===== src/hw/rtl/wildcard_pattern_matcher_assert.svh =====
// ----------------------------------------------------------------------------
// Wildcard pattern matcher assertion macros
// Shared concurrent assertion forms, clocked on clk, disabled during rst.
// ----------------------------------------------------------------------------
`ifndef WILDCARD_PATTERN_MATCHER_ASSERT_SVH
`define WILDCARD_PATTERN_MATCHER_ASSERT_SVH

// same-cycle implication
`define WPM_ASSERT_IMPL(lbl, ante, cons) \
  lbl: assert property (@(posedge clk) disable iff (rst) (ante) |-> (cons)) \
    else $error("wildcard_pattern_matcher: assertion failed");

// next-cycle implication
`define WPM_ASSERT_NEXT(lbl, ante, cons) \
  lbl: assert property (@(posedge clk) disable iff (rst) (ante) |=> (cons)) \
    else $error("wildcard_pattern_matcher: assertion failed");

`endif


===== src/hw/rtl/wpm_pkg.sv =====
// ----------------------------------------------------------------------------
// wpm_pkg
// Shared types and constants of the wildcard pattern matcher.
// ----------------------------------------------------------------------------
`default_nettype none

package wpm_pkg;

  localparam logic [7:0] STAR_CHAR = 8'd42;
  localparam logic [7:0] ANY_CHAR  = 8'd63;

  typedef enum logic [1:0] {
    OP_APPEND = 2'd0,
    OP_TEXT   = 2'd1,
    OP_REPORT = 2'd2,
    OP_CLEAR  = 2'd3
  } op_t;

  typedef enum logic {
    ST_IDLE = 1'b0,
    ST_TEXT = 1'b1
  } state_t;

  typedef struct packed {
    logic append;
    logic text_start;
    logic step;
    logic report;
    logic clear;
  } cmd_t;

  typedef struct packed {
    logic last;
    logic len_zero;
    logic out_busy;
  } stat_t;

endpackage

`default_nettype wire


===== src/hw/rtl/wpm_ctrl.sv =====
// ----------------------------------------------------------------------------
// wpm_ctrl
// Sequencer: decodes accepted transactions and walks the pattern cells for
// each text byte.
// ----------------------------------------------------------------------------
`default_nettype none

module wpm_ctrl (
  input  wire logic          clk,
  input  wire logic          rst,
  input  wire logic          in_valid,
  output logic               in_stall,
  input  wire logic [1:0]    op,
  input  wire wpm_pkg::stat_t stat,
  output wpm_pkg::cmd_t      cmd
);

  wpm_pkg::state_t state;
  wpm_pkg::state_t state_next;
  wpm_pkg::op_t    op_code;
  logic            accept;

  assign op_code = wpm_pkg::op_t'(op);

  always_ff @(posedge clk) begin
    if (rst) begin
      state <= wpm_pkg::ST_IDLE;
    end else begin
      state <= state_next;
    end
  end

  always_comb begin
    state_next = state;
    unique case (state)
      wpm_pkg::ST_IDLE: begin
        if (accept && op_code == wpm_pkg::OP_TEXT && !stat.len_zero) begin
          state_next = wpm_pkg::ST_TEXT;
        end
      end
      wpm_pkg::ST_TEXT: begin
        if (stat.last) begin
          state_next = wpm_pkg::ST_IDLE;
        end
      end
      default: state_next = wpm_pkg::ST_IDLE;
    endcase
  end

  always_comb begin
    in_stall = 1'b1;
    accept   = 1'b0;
    cmd      = '0;
    unique case (state)
      wpm_pkg::ST_IDLE: begin
        in_stall = (op_code == wpm_pkg::OP_REPORT) && stat.out_busy;
        accept   = in_valid && !in_stall;
        if (accept) begin
          unique case (op_code)
            wpm_pkg::OP_APPEND: cmd.append     = 1'b1;
            wpm_pkg::OP_TEXT:   cmd.text_start = 1'b1;
            wpm_pkg::OP_REPORT: cmd.report     = 1'b1;
            wpm_pkg::OP_CLEAR:  cmd.clear      = 1'b1;
            default:            cmd            = '0;
          endcase
        end
      end
      wpm_pkg::ST_TEXT: begin
        cmd.step = 1'b1;
      end
      default: begin
        cmd = '0;
      end
    endcase
  end

endmodule

`default_nettype wire


===== src/hw/rtl/wpm_datapath.sv =====
// ----------------------------------------------------------------------------
// wpm_datapath
// Pattern memory, start and match vectors, cell walker and result register.
// ----------------------------------------------------------------------------
`default_nettype none

module wpm_datapath #(
  parameter int PAT_LEN = 64
) (
  input  wire logic          clk,
  input  wire logic          rst,
  input  wire wpm_pkg::cmd_t cmd,
  input  wire logic [7:0]    char_value,
  output wpm_pkg::stat_t     stat,
  output logic               out_valid,
  input  wire logic          out_stall,
  output logic               matched,
  output logic               overflow
);

  `include "wildcard_pattern_matcher_assert.svh"

  localparam int LW = $clog2(PAT_LEN + 1);
  localparam int AW = (PAT_LEN > 1) ? $clog2(PAT_LEN) : 1;

  logic [7:0]     pat_mem [PAT_LEN];
  logic [7:0]     rd_data;
  logic [AW-1:0]  rd_addr;

  logic [LW-1:0]  len;
  logic [LW-1:0]  len_inc;
  logic [LW-1:0]  pos;
  logic [PAT_LEN:0] sv;
  logic [PAT_LEN:0] sv_next;
  logic [PAT_LEN:0] mv;
  logic           ovf;
  logic           full;
  logic [7:0]     txt_char;
  logic           prev;
  logic           old_prev;
  logic           cell_cur;
  logic           cell_next;

  assign full    = (len == LW'(PAT_LEN));
  assign len_inc = len + LW'(1);
  assign rd_addr = cmd.text_start ? '0 : pos[AW-1:0];

  assign stat.last     = (pos == len);
  assign stat.len_zero = (len == '0);
  assign stat.out_busy = out_valid && out_stall;

  // pattern memory: one write port, one registered read port
  always_ff @(posedge clk) begin
    if (cmd.append && !full) begin
      pat_mem[len[AW-1:0]] <= char_value;
    end
    rd_data <= pat_mem[rd_addr];
  end

  always_comb begin
    cell_cur = mv[pos];
    if (rd_data == txt_char || rd_data == wpm_pkg::ANY_CHAR) begin
      cell_next = old_prev;
    end else if (rd_data == wpm_pkg::STAR_CHAR) begin
      cell_next = prev | cell_cur;
    end else begin
      cell_next = 1'b0;
    end
  end

  always_comb begin
    sv_next = sv;
    if (!full) begin
      sv_next[len_inc] = sv[len] && (char_value == wpm_pkg::STAR_CHAR);
    end
  end

  always_ff @(posedge clk) begin
    if (rst) begin
      len <= '0;
      ovf <= 1'b0;
      sv  <= (PAT_LEN + 1)'(1);
      mv  <= (PAT_LEN + 1)'(1);
    end else if (cmd.clear) begin
      len <= '0;
      ovf <= 1'b0;
      sv  <= (PAT_LEN + 1)'(1);
      mv  <= (PAT_LEN + 1)'(1);
    end else if (cmd.append) begin
      if (full) begin
        ovf <= 1'b1;
      end else begin
        len <= len_inc;
        sv  <= sv_next;
        mv  <= sv_next;
      end
    end else if (cmd.report) begin
      mv <= sv;
    end else if (cmd.text_start) begin
      mv[0] <= 1'b0;
    end else if (cmd.step) begin
      mv[pos] <= cell_next;
    end
  end

  // cell walker: pos is the cell being updated, old_prev the old value of
  // the cell below it, prev the new value of the cell below it
  always_ff @(posedge clk) begin
    if (cmd.text_start) begin
      pos      <= LW'(1);
      prev     <= 1'b0;
      old_prev <= mv[0];
      txt_char <= char_value;
    end else if (cmd.step) begin
      pos      <= pos + LW'(1);
      prev     <= cell_next;
      old_prev <= cell_cur;
    end
  end

  always_ff @(posedge clk) begin
    if (rst) begin
      out_valid <= 1'b0;
    end else if (cmd.report) begin
      out_valid <= 1'b1;
    end else if (!out_stall) begin
      out_valid <= 1'b0;
    end
  end

  always_ff @(posedge clk) begin
    if (cmd.report) begin
      matched  <= mv[len] && !ovf;
      overflow <= ovf;
    end
  end

  `WPM_ASSERT_IMPL(a_ovf_no_match, out_valid && overflow, !matched)
  `WPM_ASSERT_IMPL(a_len_in_range, 1'b1, len <= LW'(PAT_LEN))
  `WPM_ASSERT_IMPL(a_step_in_range, cmd.step, pos != '0 && pos <= len)
  `WPM_ASSERT_NEXT(a_clear_resets, cmd.clear, len == '0 && !ovf && mv == sv)

endmodule

`default_nettype wire


===== src/hw/rtl/wildcard_pattern_matcher.sv =====
// ----------------------------------------------------------------------------
// wildcard_pattern_matcher
// Wildcard matcher: '*' matches any run, '?' any one byte, tracked as a
// bit vector of matching pattern prefixes over a streamed text.
// ----------------------------------------------------------------------------
// Append, report and clear transactions need no cell walk. A text byte is a
// start, then a walk over the cells: the pattern memory has one read port and
// the '*' carry ripples from cell to cell, so the cells are updated one per
// cycle in order; a text byte on an empty pattern has no walk. No input is
// taken while a text byte is being worked. A report is held off while the
// previous result is still stalled at the output; other transactions are not.
// Overflow is sticky until a clear. No clearing pass is needed after reset.
`default_nettype none

module wildcard_pattern_matcher #(
  parameter int PAT_LEN = 64
) (
  input  wire logic       clk,
  input  wire logic       rst,
  input  wire logic       in_valid,
  output logic            in_stall,
  input  wire logic [1:0] op,
  input  wire logic [7:0] char_value,
  output logic            out_valid,
  input  wire logic       out_stall,
  output logic            matched,
  output logic            overflow
);

  wpm_pkg::cmd_t  cmd;
  wpm_pkg::stat_t stat;

  wpm_ctrl u_ctrl (
    .clk      (clk),
    .rst      (rst),
    .in_valid (in_valid),
    .in_stall (in_stall),
    .op       (op),
    .stat     (stat),
    .cmd      (cmd)
  );

  wpm_datapath #(
    .PAT_LEN (PAT_LEN)
  ) u_datapath (
    .clk        (clk),
    .rst        (rst),
    .cmd        (cmd),
    .char_value (char_value),
    .stat       (stat),
    .out_valid  (out_valid),
    .out_stall  (out_stall),
    .matched    (matched),
    .overflow   (overflow)
  );

endmodule

`default_nettype wire

===== config.mk =====
export PLATFORM = sky130hd
export DESIGN_NAME = wildcard_pattern_matcher
export DESIGN_NICKNAME = d
export VERILOG_FILES = /design/src/hw/rtl/wpm_pkg.sv /design/src/hw/rtl/wpm_ctrl.sv /design/src/hw/rtl/wpm_datapath.sv /design/src/hw/rtl/wildcard_pattern_matcher.sv
export VERILOG_INCLUDE_DIRS = /design/src /design/src/hw/rtl
export SDC_FILE = /design/constraint.sdc
export NUM_CORES = 1
export LEC_CHECK = 0
export BUFFER_PORTS_ARGS = -buffer_cell sky130_fd_sc_hd__buf_4
export CELL_PAD_IN_SITES_DETAIL_PLACEMENT = 1
export CELL_PAD_IN_SITES_GLOBAL_PLACEMENT = 2
export CORE_MARGIN = 2
export CORE_UTILIZATION = 47
export DETAILED_ROUTE_END_ITERATION = 16
export PLACE_DENSITY_LB_ADDON = 0.1
export SLEW_MARGIN = 0
export SYNTH_ARGS = -nofsm -noshare
export SYNTH_HDL_FRONTEND = slang
export SYNTH_SLANG_ARGS = --single-unit

===== constraint.sdc =====
create_clock -name clk -period 10.57 [get_ports clk]
set_clock_uncertainty 0.2 [all_clocks]
set_input_delay 2.6425 -clock clk [delete_from_list [all_inputs] [get_ports clk]]
set_output_delay 2.6425 -clock clk [all_outputs]
set_load 0.01 [all_outputs]

==> impl_metrics.ini <==
[sta]
period_share_pct = 62.2
hold_violations = 0
drv_slew = 0
worst_pin_slew_ns = 1.22
setup_violations = 0
max_slew_margin_pct = 18.3
tns_ns = 0
period_needed_ns = 6.57
rsz0062_at_grt = no
fmax_mhz = 152

[clocking]
clockBufferDepth = 3
path_clk_slew_ns = 0.06
cts_resized = 0
cts.hold.buffers_added = 0
clock-root-buffer = clkbuf_16
clk_latency_ns = 0.64
post_cts_buffers = 0
numCtsBuffers = 75
htree_levels = 3
cts_tree = built
clock_sinks = 679

[logic_synthesis]
synth_top_area_share_pct = 48.3
synth_seq_area_share_pct = 57.9
synth_area_leaders = edfxtp_1, dfxtp_1, o21ai_0, mux4_2, nor2_1
synthArstFlopShare_pct = 0
synth_area_mm2 = 0.0325
ys_types = 79
yosysTopAreaCell = edfxtp_1
synth_nets = 2930
synth_edf_count = 523
synth.ff_latch_count = 679
yosys_warnings = 0
avgSynthCellArea_um2 = 11.2
ys.flop_type = edfxtp_1
syn_inst = 2913

[layout]
final_cell_mix = edfxtp_1, nor2_1, nand2_1
layout_commonest_cell = edfxtp_1
fillerInstances = 7154
post-route-util_pct = 52.3
num-nets-final = 2830
diodes = 0
area_delta_synth_final_pct = 10.2
drive_above_1_share_pct = 10.9

[route]
vias = 25600
drt_iter0_drc = 2662
remaining_drc_errors = 0
highest_layer = met4
first_pass_iters = 6
wl_um = 120000
viasPerCell = 6.82
wl_per_cell_um = 31.9
wl_met1_um = 48200
dr_wl_met2_um = 57100
wl_met3_um = 8130
ant_nets = 0

[min_path]
min_path_type = register to register

[global_route]
antenna_found_initial = 0
track_usage_pct = 33.5
grt_pass1_wl_um = 176000
grt_max_degree = 89
grt_pass1_vias = 26100
grt_overflow = 0

[worst_setup_path]
cp-start-kind = primary input
crit_path_end_kind = register
crit_type = primary input to register
critPathRequiredTime_ns = 10.86
critPathArrivalTime_ns = 6.87
crit_fanout = 80

[place]
hpwl_um = 73900
portBuffers = 17
place.gp.congestion = 0.941

[floorplanning]
die_w_um = 267
dieArea_mm2 = 0.0713
coreArea_mm2 = 0.0685
io-pin-count = 18
start_util_pct = 47.5
fp.dieH_um = 267
rows = 96

[job]
cap_violations = 0

[power_and_ir_drop]
p_leak_nw = 11.4
ir_worst_vdd_mv = 0.118
p_per_area_mw_per_mm2 = 173

[run_status]
status = complete, no violations
## report_power, final
group / internal [mW] / leakage (nW) / switching (mW)
Clock: 1.64 / 1.26 / 1.15
Sequential: 2.88 / 5.96 / 0.0212
Combinational: 0.146 / 4.20 / 0.346
## cell usage after synthesis (11+ instances only)
cell type and instances:
nand2_1 256, o21ai_0 235, nand3_1 104, nor2b_1 28
mux2_2 12, mux2i_1 89, a221oi_1 11, o211ai_1 68
nand2b_1 21, nand4_1 17, a2111oi_2 28, clkbuf_1 187
inv_1 33, mux4_2 50, nor3_1 17, buf_1 27
a221o_1 73, o22ai_1 73, edfxtp_1 523, or3_1 69
xnor2_1 17, a21oi_1 155, a211oi_1 71, dfxtp_1 156
a311oi_1 16, and3_1 89, nor2_1 263, buf_2 31
a31oi_1 69
## kinds of logic (layout without fill, tap and decap cells)
family                   count (synthesis)  count (layout)  share of synthesized area (%)
AND/OR/NAND/NOR                        899             899                           13.0
AO/OA/AOI/OAI                          867             867                           18.0
flip-flops                             679             679                           57.9
buffers and inverters                  289             252                           3.60
multiplexers                           151             151                           6.62
XOR/XNOR                                25              25                          0.674
adder cells (fa/ha/maj)                  3               3                          0.116
## critical path, stage by stage
cell     delay [ns]
buf_4          0.14
nand2_1        0.10
or3_2          0.77
inv_2          0.54
buf_4          0.55
nor2_4         0.04
buf_4          0.40
o22ai_1        0.29
o21ai_0        0.12
mux4_2         0.54
mux2i_1        0.47
mux2i_1        0.15
## per-stage QoR
step                power, mW  hold slack, ns  worst slack [ns]  cell area, um2  cells
global placement         3.43           0.266              3.63           33200   3618
floorplan                3.23           0.232              4.52           32500   2913
CTS                      6.20           0.310              4.05           35800   3758
detailed placement       3.44           0.293              3.43           33200   3618
global route             6.33           0.332              3.86           35800   3758
finish                   6.18           0.308              4.00           35800   3758
## final cells by class
class                   count  area (um2)  area share [%]
well taps                 882        1100            3.08
flip-flops and latches    679       18800            52.6
clock inverters            46         579            1.62
inverters                  36         138           0.384
multi-input cells        1945       12600            35.1
clock buffers              94        2010            5.61
repair buffers             76         571            1.59
## routing by layer
| metal | vias up | global-route usage [%] |
|---|---|---|
| met5 | - | 0 |
| met4 | 0 | 17.2 |
| met3 | 299 | 4.95 |
| met2 | 1139 | 54.7 |
| met1 | 13200 | 43.5 |
| li1 | 11000 | - |
## sequential cells by signal, indices dropped and copies added (netlist names), 7 cells and up
| name | count |
|---|---|
| u_datapath.rd_data | 8 |
| u_datapath.mv | 65 |
| u_datapath.sv | 65 |
| u_datapath.pos | 7 |
| u_datapath.txt_char | 8 |
| u_datapath.len | 7 |
| u_datapath.pat_mem | 512 |
## final timing paths
kind	end	depth (start not counted)	slack, ns	startpoint
min reg2reg	u_datapath.sv[43]	2	0.31	u_datapath.sv[43]
min	u_datapath.sv[43]	2	0.31	u_datapath.sv[43]
max	u_datapath.rd_data[5]	12	4.00	op[0]
max reg2reg	u_datapath.mv[10]	11	4.75	u_datapath.pos[2]
Note: power is estimated with default switching activity, not from simulation.
